### config.mk
export PLATFORM = sky130hd
export DESIGN_NAME = trial_division_arith_functions_core
export DESIGN_NICKNAME = d
export VERILOG_FILES = /design/src/hw/rtl/tdaf_pkg.sv /design/src/hw/rtl/tdaf_unit.sv /design/src/hw/rtl/trial_division_arith_functions_core.sv
export SDC_FILE = /design/constraint.sdc
export NUM_CORES = 2
export LEC_CHECK = 0
export BUFFER_PORTS_ARGS = -buffer_cell sky130_fd_sc_hd__buf_2
export CAP_MARGIN = 15
export CORE_AREA = 2 2 391 393
export DETAILED_ROUTE_END_ITERATION = 8
export DIE_AREA = 0 0 393 395
export HOLD_SLACK_MARGIN = 0.02
export PLACE_DENSITY_LB_ADDON = 0.12
export REMOVE_ABC_BUFFERS = 1
export SETUP_SLACK_MARGIN = 0.4
export SKIP_CTS_REPAIR_TIMING = 1
export SLEW_MARGIN = 10
export SYNTH_ARGS = -nofsm -noshare
export SYNTH_HDL_FRONTEND = slang
export SYNTH_HIERARCHICAL = 1
export SYNTH_SLANG_ARGS = --single-unit
### constraint.sdc
create_clock -name i_clk -period 17.75 [get_ports i_clk]
set_input_delay 1.775 -clock i_clk [delete_from_list [all_inputs] [get_ports i_clk]]
set_output_delay 1.775 -clock i_clk [all_outputs]
set_load 0.01 [all_outputs]
### src/hw/rtl/tdaf_pkg.sv
// Shared types, constants and codes for the trial-division arithmetic block.
package tdaf_pkg;

    localparam int A_BITS         = 41;   // answer width, signed
    localparam int DATA_BITS      = 32;   // width of the number field
    localparam int KIND_BITS      = 3;
    localparam int VALUE_BITS_DEF = 32;
    localparam int OMEGA_BITS     = 6;

    // function selectors carried in tuser
    localparam logic [KIND_BITS-1:0] K_OMEGA    = 3'd0;
    localparam logic [KIND_BITS-1:0] K_PHI      = 3'd1;
    localparam logic [KIND_BITS-1:0] K_RADICAL  = 3'd2;
    localparam logic [KIND_BITS-1:0] K_MU       = 3'd3;
    localparam logic [KIND_BITS-1:0] K_DCOUNT   = 3'd4;
    localparam logic [KIND_BITS-1:0] K_SIGMA    = 3'd5;
    localparam logic [KIND_BITS-1:0] K_IS_PRIME = 3'd6;
    localparam logic [KIND_BITS-1:0] K_SMALLEST = 3'd7;

    typedef enum logic [2:0] {
        S_IDLE,
        S_CHECK,
        S_DSTART,
        S_DWAIT,
        S_MSTART,
        S_MWAIT,
        S_FINISH
    } t_state;

    // multiply jobs run on the shared unit
    typedef enum logic [2:0] {
        M_PW,
        M_PHI_A,
        M_PHI_B,
        M_RAD,
        M_DC,
        M_SG
    } t_mop;

    typedef struct packed {
        logic              start;
        logic              is_div;
        logic [A_BITS-1:0] a;
        logic [A_BITS-1:0] b;
    } t_unit_req;

    typedef struct packed {
        logic              done;
        logic [A_BITS-1:0] res;   // product, or quotient in the low bits
        logic [A_BITS-1:0] rem;   // remainder of a division
    } t_unit_rsp;

endpackage

### src/hw/rtl/tdaf_unit.sv
// Shared bit-serial unit: shift-add multiply or restoring divide, one bit a cycle.
module tdaf_unit #(
    parameter int VALUE_BITS = tdaf_pkg::VALUE_BITS_DEF
) (
    input  logic                i_clk,
    input  logic                i_rst_n,
    input  tdaf_pkg::t_unit_req i_req,
    output tdaf_pkg::t_unit_rsp o_rsp
);
    import tdaf_pkg::*;

    localparam int W      = (VALUE_BITS > DATA_BITS) ? DATA_BITS : VALUE_BITS;
    localparam int CNT_W  = $clog2(A_BITS + 1);

    logic              r_busy;
    logic              r_done;
    logic              r_div;
    logic [CNT_W-1:0]  r_cnt;
    logic [A_BITS-1:0] r_acc;
    logic [A_BITS-1:0] r_x;
    logic [A_BITS-1:0] r_y;

    logic [W:0] trial;
    logic       ge;

    // one restoring-division step on the low W bits
    always_comb begin
        trial = {r_acc[W-1:0], r_x[W-1]};
        ge    = (trial >= {1'b0, r_y[W-1:0]});
    end

    // control
    always_ff @(posedge i_clk) begin
        if (!i_rst_n) begin
            r_busy <= 1'b0;
            r_done <= 1'b0;
        end else begin
            r_done <= 1'b0;
            if (i_req.start) begin
                r_busy <= 1'b1;
            end else if (r_busy && r_cnt == '0) begin
                r_busy <= 1'b0;
                r_done <= 1'b1;
            end
        end
    end

    // datapath
    always_ff @(posedge i_clk) begin
        if (i_req.start) begin
            r_div <= i_req.is_div;
            r_acc <= '0;
            r_x   <= i_req.a;
            r_y   <= i_req.b;
            r_cnt <= i_req.is_div ? CNT_W'(W - 1) : CNT_W'(A_BITS - 1);
        end else if (r_busy) begin
            r_cnt <= r_cnt - 1'b1;
            if (r_div) begin
                r_acc <= A_BITS'(ge ? (trial - {1'b0, r_y[W-1:0]}) : trial);
                r_x   <= {r_x[A_BITS-2:0], ge};
            end else begin
                if (r_y[0]) begin
                    r_acc <= r_acc + r_x;
                end
                r_x <= {r_x[A_BITS-2:0], 1'b0};
                r_y <= {1'b0, r_y[A_BITS-1:1]};
            end
        end
    end

    always_comb begin
        o_rsp.done = r_done;
        o_rsp.res  = r_div ? A_BITS'(r_x[W-1:0]) : r_acc;
        o_rsp.rem  = r_acc;
    end

    // a new job never lands on a running one
    a_no_restart: assert property (@(posedge i_clk) disable iff (!i_rst_n)
        i_req.start |-> !r_busy) else $error("unit restarted while busy");
    // done follows the last step only
    a_done_after_busy: assert property (@(posedge i_clk) disable iff (!i_rst_n)
        r_done |-> !r_busy) else $error("unit done while busy");
    a_no_done_at_start: assert property (@(posedge i_clk) disable iff (!i_rst_n)
        i_req.start |=> !r_done) else $error("unit done right after start");

endmodule

### src/hw/rtl/trial_division_arith_functions_core.sv
// Top level: trial-division sequencer over the shared multiply/divide unit.
//
//  channel | dir | tdata                     | tuser
//  s_axis  | in  | [31:0] number             | [2:0] kind
//  m_axis  | out | [40:0] answer (signed)    | [0] status
//
// Cost: each trial divisor costs one W-step division on the shared unit
// (W = min(VALUE_BITS,32)); each prime factor found adds one multiply and
// one more division per power, and five multiplies to fold it in. A 32-bit
// prime takes about 32768 divisors. n=0 goes to the result without trial division.
// Reset clears the sequencer and the output valid; no clearing pass.
// s_axis_tready is high only when idle; a finished result waits in the
// output register while the next number is taken.
module trial_division_arith_functions_core #(
    parameter int VALUE_BITS = tdaf_pkg::VALUE_BITS_DEF
) (
    input  logic                          i_clk,
    input  logic                          i_rst_n,
    input  logic                          s_axis_tvalid,
    output logic                          s_axis_tready,
    input  logic [tdaf_pkg::DATA_BITS-1:0] s_axis_tdata,   // [31:0] number
    input  logic [tdaf_pkg::KIND_BITS-1:0] s_axis_tuser,   // [2:0] kind
    output logic                          m_axis_tvalid,
    input  logic                          m_axis_tready,
    output logic [47:0]                   m_axis_tdata,   // [40:0] answer, rest zero
    output logic [0:0]                    m_axis_tuser    // [0] status
);
    import tdaf_pkg::*;

    localparam int W   = (VALUE_BITS > DATA_BITS) ? DATA_BITS : VALUE_BITS;
    localparam int V_W = $clog2(W + 1);

    t_state r_state, n_state;
    t_mop   r_mop, n_mop;
    logic   r_ovalid, n_ovalid;

    logic [KIND_BITS-1:0]  r_kind, n_kind;
    logic [W-1:0]          r_n, n_n, r_rest, n_rest, r_div, n_div, r_p, n_p;
    logic [W-1:0]          r_first, n_first;
    logic [2*W-1:0]        r_sq, n_sq;
    logic [V_W-1:0]        r_v, n_v;
    logic [OMEGA_BITS-1:0] r_omega, n_omega;
    logic [A_BITS-1:0]     r_pw, n_pw, r_pwm, n_pwm, r_s, n_s;
    logic [A_BITS-1:0]     r_phi, n_phi, r_rad, n_rad, r_dc, n_dc, r_sg, n_sg;
    logic                  r_mu_neg, n_mu_neg, r_mu_zero, n_mu_zero;
    logic [A_BITS-1:0]     r_oans, n_oans;
    logic                  r_ostat, n_ostat;

    t_unit_req unit_req;
    t_unit_rsp unit_rsp;

    logic              accept;
    logic [W-1:0]      in_n;
    logic [A_BITS-1:0] answer;
    logic              status;

    tdaf_unit #(.VALUE_BITS(VALUE_BITS)) u_unit (
        .i_clk   (i_clk),
        .i_rst_n (i_rst_n),
        .i_req   (unit_req),
        .o_rsp   (unit_rsp)
    );

    assign accept = s_axis_tvalid && s_axis_tready;
    assign in_n   = s_axis_tdata[W-1:0];

    // form the selected function from the factor summary
    always_comb begin
        answer = '0;
        status = 1'b0;
        if (r_n == '0) begin
            status = (r_kind != K_IS_PRIME);
        end else begin
            unique case (r_kind)
                K_OMEGA:    answer = A_BITS'(r_omega);
                K_PHI:      answer = r_phi;
                K_RADICAL:  answer = r_rad;
                K_MU:       answer = r_mu_zero ? '0 : (r_mu_neg ? '1 : A_BITS'(1));
                K_DCOUNT:   answer = r_dc;
                K_SIGMA:    answer = r_sg;
                K_IS_PRIME: answer = A_BITS'((r_n > W'(1)) && (r_first == r_n));
                K_SMALLEST: begin
                    if (r_n < W'(2)) begin
                        status = 1'b1;
                    end else begin
                        answer = A_BITS'(r_first);
                    end
                end
                default: answer = '0;
            endcase
        end
    end

    // sequencer: next state and unit requests
    always_comb begin
        n_state = r_state;   n_mop = r_mop;       n_ovalid = r_ovalid;
        n_kind = r_kind;     n_n = r_n;           n_rest = r_rest;
        n_div = r_div;       n_p = r_p;           n_first = r_first;
        n_sq = r_sq;         n_v = r_v;           n_omega = r_omega;
        n_pw = r_pw;         n_pwm = r_pwm;       n_s = r_s;
        n_phi = r_phi;       n_rad = r_rad;       n_dc = r_dc;
        n_sg = r_sg;         n_mu_neg = r_mu_neg; n_mu_zero = r_mu_zero;
        n_oans = r_oans;     n_ostat = r_ostat;

        unit_req.start  = 1'b0;
        unit_req.is_div = 1'b0;
        unit_req.a      = '0;
        unit_req.b      = '0;

        s_axis_tready = (r_state == S_IDLE);

        // drop the output once taken
        if (r_ovalid && m_axis_tready) begin
            n_ovalid = 1'b0;
        end

        unique case (r_state)
            S_IDLE: begin
                if (accept) begin
                    n_kind = s_axis_tuser;
                    n_n = in_n;          n_rest = in_n;
                    n_div = W'(2);       n_sq = (2*W)'(4);
                    n_first = '0;        n_omega = '0;
                    n_phi = A_BITS'(1);  n_rad = A_BITS'(1);
                    n_dc = A_BITS'(1);   n_sg = A_BITS'(1);
                    n_mu_neg = 1'b0;     n_mu_zero = 1'b0;
                    n_v = '0;            n_pw = A_BITS'(1);
                    n_pwm = A_BITS'(1);  n_s = A_BITS'(1);
                    n_state = (in_n == '0) ? S_FINISH : S_CHECK;
                end
            end
            S_CHECK: begin
                if (r_rest <= W'(1)) begin
                    n_state = S_FINISH;
                end else if (r_sq <= (2*W)'(r_rest)) begin
                    n_p     = r_div;
                    n_state = S_DSTART;
                end else begin
                    // leftover is one more prime
                    n_p     = r_rest;
                    n_v     = V_W'(1);
                    n_pwm   = A_BITS'(1);
                    n_pw    = A_BITS'(r_rest);
                    n_s     = A_BITS'(r_rest) + A_BITS'(1);
                    n_rest  = W'(1);
                    n_mop   = M_PHI_A;
                    n_state = S_MSTART;
                end
            end
            S_DSTART: begin
                unit_req.start  = 1'b1;
                unit_req.is_div = 1'b1;
                unit_req.a      = A_BITS'(r_rest);
                unit_req.b      = A_BITS'(r_div);
                n_state         = S_DWAIT;
            end
            S_DWAIT: begin
                if (unit_rsp.done) begin
                    if (unit_rsp.rem[W-1:0] == '0) begin
                        n_v     = r_v + 1'b1;
                        n_pwm   = r_pw;
                        n_rest  = unit_rsp.res[W-1:0];
                        n_mop   = M_PW;
                        n_state = S_MSTART;
                    end else if (r_v != '0) begin
                        n_mop   = M_PHI_A;
                        n_state = S_MSTART;
                    end else begin
                        // advance to the next trial divisor
                        n_div   = (r_div == W'(2)) ? W'(3) : r_div + W'(2);
                        n_sq    = (r_div == W'(2)) ? r_sq + (2*W)'(5)
                                                   : r_sq + ((2*W)'(r_div) << 2) + (2*W)'(4);
                        n_state = S_CHECK;
                    end
                end
            end
            S_MSTART: begin
                unit_req.start = 1'b1;
                unique case (r_mop)
                    M_PW:    begin unit_req.a = r_pw;  unit_req.b = A_BITS'(r_p); end
                    M_PHI_A: begin unit_req.a = r_phi; unit_req.b = r_pwm; end
                    M_PHI_B: begin
                        unit_req.a = r_phi;
                        unit_req.b = A_BITS'(r_p) - A_BITS'(1);
                    end
                    M_RAD:   begin unit_req.a = r_rad; unit_req.b = A_BITS'(r_p); end
                    M_DC:    begin
                        unit_req.a = r_dc;
                        unit_req.b = A_BITS'(r_v) + A_BITS'(1);
                    end
                    M_SG:    begin unit_req.a = r_sg;  unit_req.b = r_s; end
                    default: begin unit_req.a = '0;    unit_req.b = '0; end
                endcase
                n_state = S_MWAIT;
            end
            S_MWAIT: begin
                if (unit_rsp.done) begin
                    n_state = S_MSTART;
                    unique case (r_mop)
                        M_PW: begin
                            n_pw    = unit_rsp.res;
                            n_s     = r_s + unit_rsp.res;
                            n_state = S_DSTART;
                        end
                        M_PHI_A: begin n_phi = unit_rsp.res; n_mop = M_PHI_B; end
                        M_PHI_B: begin n_phi = unit_rsp.res; n_mop = M_RAD; end
                        M_RAD: begin
                            n_rad   = unit_rsp.res;
                            n_omega = r_omega + 1'b1;
                            if (r_first == '0) begin
                                n_first = r_p;
                            end
                            if (r_v >= V_W'(2)) begin
                                n_mu_zero = 1'b1;
                            end else begin
                                n_mu_neg = !r_mu_neg;
                            end
                            n_mop = M_DC;
                        end
                        M_DC: begin n_dc = unit_rsp.res; n_mop = M_SG; end
                        M_SG: begin
                            n_sg    = unit_rsp.res;
                            n_v     = '0;
                            n_pw    = A_BITS'(1);
                            n_pwm   = A_BITS'(1);
                            n_s     = A_BITS'(1);
                            n_div   = (r_div == W'(2)) ? W'(3) : r_div + W'(2);
                            n_sq    = (r_div == W'(2)) ? r_sq + (2*W)'(5)
                                                       : r_sq + ((2*W)'(r_div) << 2) + (2*W)'(4);
                            n_state = S_CHECK;
                        end
                        default: n_state = S_CHECK;
                    endcase
                end
            end
            S_FINISH: begin
                // hold until the output register is free
                if (!r_ovalid) begin
                    n_oans   = answer;
                    n_ostat  = status;
                    n_ovalid = 1'b1;
                    n_state  = S_IDLE;
                end
            end
            default: n_state = S_IDLE;
        endcase
    end

    // control registers
    always_ff @(posedge i_clk) begin
        if (!i_rst_n) begin
            r_state  <= S_IDLE;
            r_ovalid <= 1'b0;
        end else begin
            r_state  <= n_state;
            r_ovalid <= n_ovalid;
        end
    end

    // payload registers
    always_ff @(posedge i_clk) begin
        r_mop <= n_mop;       r_kind <= n_kind;     r_n <= n_n;
        r_rest <= n_rest;     r_div <= n_div;       r_p <= n_p;
        r_first <= n_first;   r_sq <= n_sq;         r_v <= n_v;
        r_omega <= n_omega;   r_pw <= n_pw;         r_pwm <= n_pwm;
        r_s <= n_s;           r_phi <= n_phi;       r_rad <= n_rad;
        r_dc <= n_dc;         r_sg <= n_sg;         r_mu_neg <= n_mu_neg;
        r_mu_zero <= n_mu_zero;
        r_oans <= n_oans;     r_ostat <= n_ostat;
    end

    assign m_axis_tvalid = r_ovalid;
    assign m_axis_tdata  = {7'd0, r_oans};
    assign m_axis_tuser  = r_ostat;

    // zero finishes without any trial division
    a_zero_fast: assert property (@(posedge i_clk) disable iff (!i_rst_n)
        (accept && in_n == '0) |=> (r_state == S_FINISH)) else $error("zero not short-cut");
    // factoring is complete when the result is formed
    a_rest_done: assert property (@(posedge i_clk) disable iff (!i_rst_n)
        (r_state == S_FINISH && r_n != '0) |-> (r_rest <= W'(1)))
        else $error("finish with unfactored rest");
    // the unit is quiet while idle
    a_unit_idle: assert property (@(posedge i_clk) disable iff (!i_rst_n)
        (r_state == S_IDLE) |-> !unit_rsp.done) else $error("unit done while idle");
    // a result is loaded only into a free output register
    a_no_overwrite: assert property (@(posedge i_clk) disable iff (!i_rst_n)
        (r_state == S_FINISH && r_ovalid) |=> (r_state == S_FINISH || !r_ovalid
                                               || $past(m_axis_tready)))
        else $error("output overwritten");

endmodule
==> key figures <==
Run status
  – Outcome: complete, no violations

Global route
  – Total grt overflow: 0
  – Top Usage Layer GRT: met2
  – Gr usage total: 23.9%
  – Largest net degree at the start of global routing: 134
  – Number of global-route vias before repair: 36600
  – Met1 GRT Util: 32.5%
  – Initial antenna violation count: 10
  – First-pass GRT wire length: 271000 um
  – Met2 global-route usage: 37.9%
  – Met3 GRT Util: 3.24%

Timing
  – Least-Margin Pin Slew: 1300 ps
  – Worst hold-check slack: 554 ps
  – Max Fclk: 212 MHz
  – Fin Setup TNS: 0 ps
  – Max-slew violations: 0
  – Minimum clock period: 4720 ps
  – Final number of setup-violating endpoints: 0
  – Clock Skews: 37.4 ps
  – Final worst-path cycle share: 26.6%
  – Slew HR: 12.7%
  – Unrepaired setup endpoints after global routing: no
  – Hold Vio Cnt, Final: 0

Routing
  – Routed wire length per instance: 28.7 um
  – Via density per instance: 5.73
  – Final WL: 190000 um
  – Antenna Nets Post-Route: 0
  – Number of DRC markers in iteration 0: 3731
  – DRT Pass-1 Iters: 6
  – DRC: 0
  – Vias: 38000

Power and ir drop
  – Peak supply drop: 219 uV
  – Final Power: 0.0112 W
  – Leakage: 18.6 nW
  – PD cells: 223 nW/um2

Clock network
  – Total CTS buffers: 87
  – H-Tree Depth: 3
  – Worst-skew pair later-pin latency: 710 ps
  – Clock-pin slew on the worst setup and hold paths: 60 ps
  – Root Driver: clkbuf_16
  – CTS tree: done
  – Bufs on Longest Clock Path: 3
  – Sink Count: 709

Synth
  – Yosys warnings: 6
  – Synthesized flop and latch total: 709
  – Syn avg cell area: 9.85 um2
  – Top_reg_cell synth: edfxtp_1
  – Cell taking the most area after synthesis: edfxtp_1
  – Commonest cells in the synthesized netlist: edfxtp_1, nand2_1, a21oi_1, nor2_1, o21ai_0
  – FFs w/ async S/R, synth: 0%
  – Most frequent cell after synthesis: edfxtp_1
  – Cell count after synthesis: 4566
  – Post-synth EDFFs: 662
  – Synth top area cells: edfxtp_1, ha_1, a21oi_1
  – Cell variety after synth: 108
  – Register area share after synthesis: 46.3%
  – Synthesized area: 45000 um2
  – Share of the synthesized area in the top cell type: 44.2%

Floorplanning
  – Core ar.: 151000 um2
  – Die area: 155000 um2
  – Die Width: 393 um
  – Top-Level Pins: 90
  – Initial Util: 29.7%
  – Site Rows: 143
  – Die Height: 395 um

Final layout
  – Final #Nets: 4786
  – Fillers: 15600
  – Non-filler instance count after layout: 6629
  – Layout cell share with drive strength beyond 1: 10.4%
  – Area occupied by multi-input gates: 22600 um2
  – Synth-to-layout area growth: 12.0%
  – Most flop-heavy register: r_sq
  – Layout Utilization: 33.3%
  – Sequential cell area: 20800 um2
  – Max FFs per register: 64

Setup path
  – Worst Path Required: 18080 ps
  – Crit path max fanout: 36
  – Maximum single-stage delay on the critical path: 690 ps
  – Critical path endpoint category: register
  – Ordered list of cells on the worst path: inv_1 > ha_1 > nand4_1 > o21bai_1 > a21oi_1 > o21ai_0 > a21oi_1 > o21ai_0 > buf_4 > a211oi_4 > buf_4
  – CP startpoint kind: register
  – CP Class: register to register
  – CP arrival: 5050 ps
  – Slowest library cell on the worst path: edfxtp_1
  – R2R depth: 11

Placed design
  – Placed Cells: 6464
  – GPL Wtd Cong: 0.904
  – DP HPWL: 140000 um
  – Count of input and output buffers: 82

Job
  – Max Cap Viol: 0

Hold path
  – Worst hold path depth: 1
  – Hold Crit Class: register to register
[cells by family (layout without fill, tap and decap cells)]
family	after synthesis	count (layout)	share of synthesized area, %
other	1	11	0.00834
adders and majority gates	223	223	6.27
and+or+nand+nor	1471	1471	16.3
DFF	709	709	46.3
AOI/OAI and AO/OA	1330	1330	18.9
xor gates and xnor gates	250	250	4.87
muxes	138	138	3.39
buffers and inverters	444	467	3.92
[metal layers]
metal,part of all wire (%),vias to the layer above
met4,5.0,4
li1,-,17200
met5,0.012,-
met3,5.9,307
met2,46,1393
met1,43,19100
[layout make-up]
class | instances | share of cell area (%)
multi-input cells | 3419 | 44.9
flip-flops and latches | 709 | 41.4
well taps | 2030 | 5.05
clock buffers | 116 | 4.63
repair buffers | 154 | 1.95
inverters | 153 | 1.14
clock inverters | 44 | 0.932
diodes | 4 | 0.0199
[cells in the final DEF, fill, tap and decap left out, types with 36 or more instances in the layout]
cell	n
edfxtp_1	662
a211oi_1	55
nor4_1	79
a221oi_1	54
xnor2_1	166
dfxtp_1	45
a31oi_1	39
o21ai_1	36
nor2_1	287
a21oi_1	379
o21ai_0	293
a22o_1	37
ha_1	219
inv_1	148
nor3_1	71
clkbuf_16	89
or3_1	45
a22oi_1	73
buf_2	82
mux2_2	114
buf_4	70
o22ai_1	38
nand3_1	159
nand4_1	73
and3_1	149
nand2_1	424
nor2b_1	36
xor2_1	84
a21o_1	82
[report_power, final]
group          switching [W]  internal, W  leakage, nW
Clock               0.000778      0.00104         1.35
Combinational        0.00368      0.00186         10.3
Sequential          0.000912      0.00295         6.90
[critical path, delay by kind of cell, from the launching register on]
family / cells / cell delay, ps
DFF: 1 / 690
buffers and inverters: 3 / 1060
and+or+nand+nor: 1 / 190
AOI/OAI and AO/OA: 6 / 2000
adders and majority gates: 1 / 360
[stage by stage]
stage | instance area (um2) | setup slack [ps]
global route | 50300 | 12780
detailed placement | 47500 | 13050
floorplan | 43800 | -3800
finish | 50300 | 13030
global placement | 47500 | 12920
CTS | 50300 | 13040
[final timing paths]
kind / startpoint / to / slack, ps
worst max-delay path: r_rest[5]$_DFFE_PP_ / r_pwm[39]$_SDFFCE_PN0P_ / 13030
worst min-delay path: u_unit/r_y[37]$_DFFE_PP_ / u_unit/r_y[36]$_DFFE_PP_ / 550
worst max register to register: r_rest[5]$_DFFE_PP_ / r_pwm[39]$_SDFFCE_PN0P_ / 13030
worst min register to register: u_unit/r_y[37]$_DFFE_PP_ / u_unit/r_y[36]$_DFFE_PP_ / 550
Note: power is estimated with default switching activity, not from simulation.
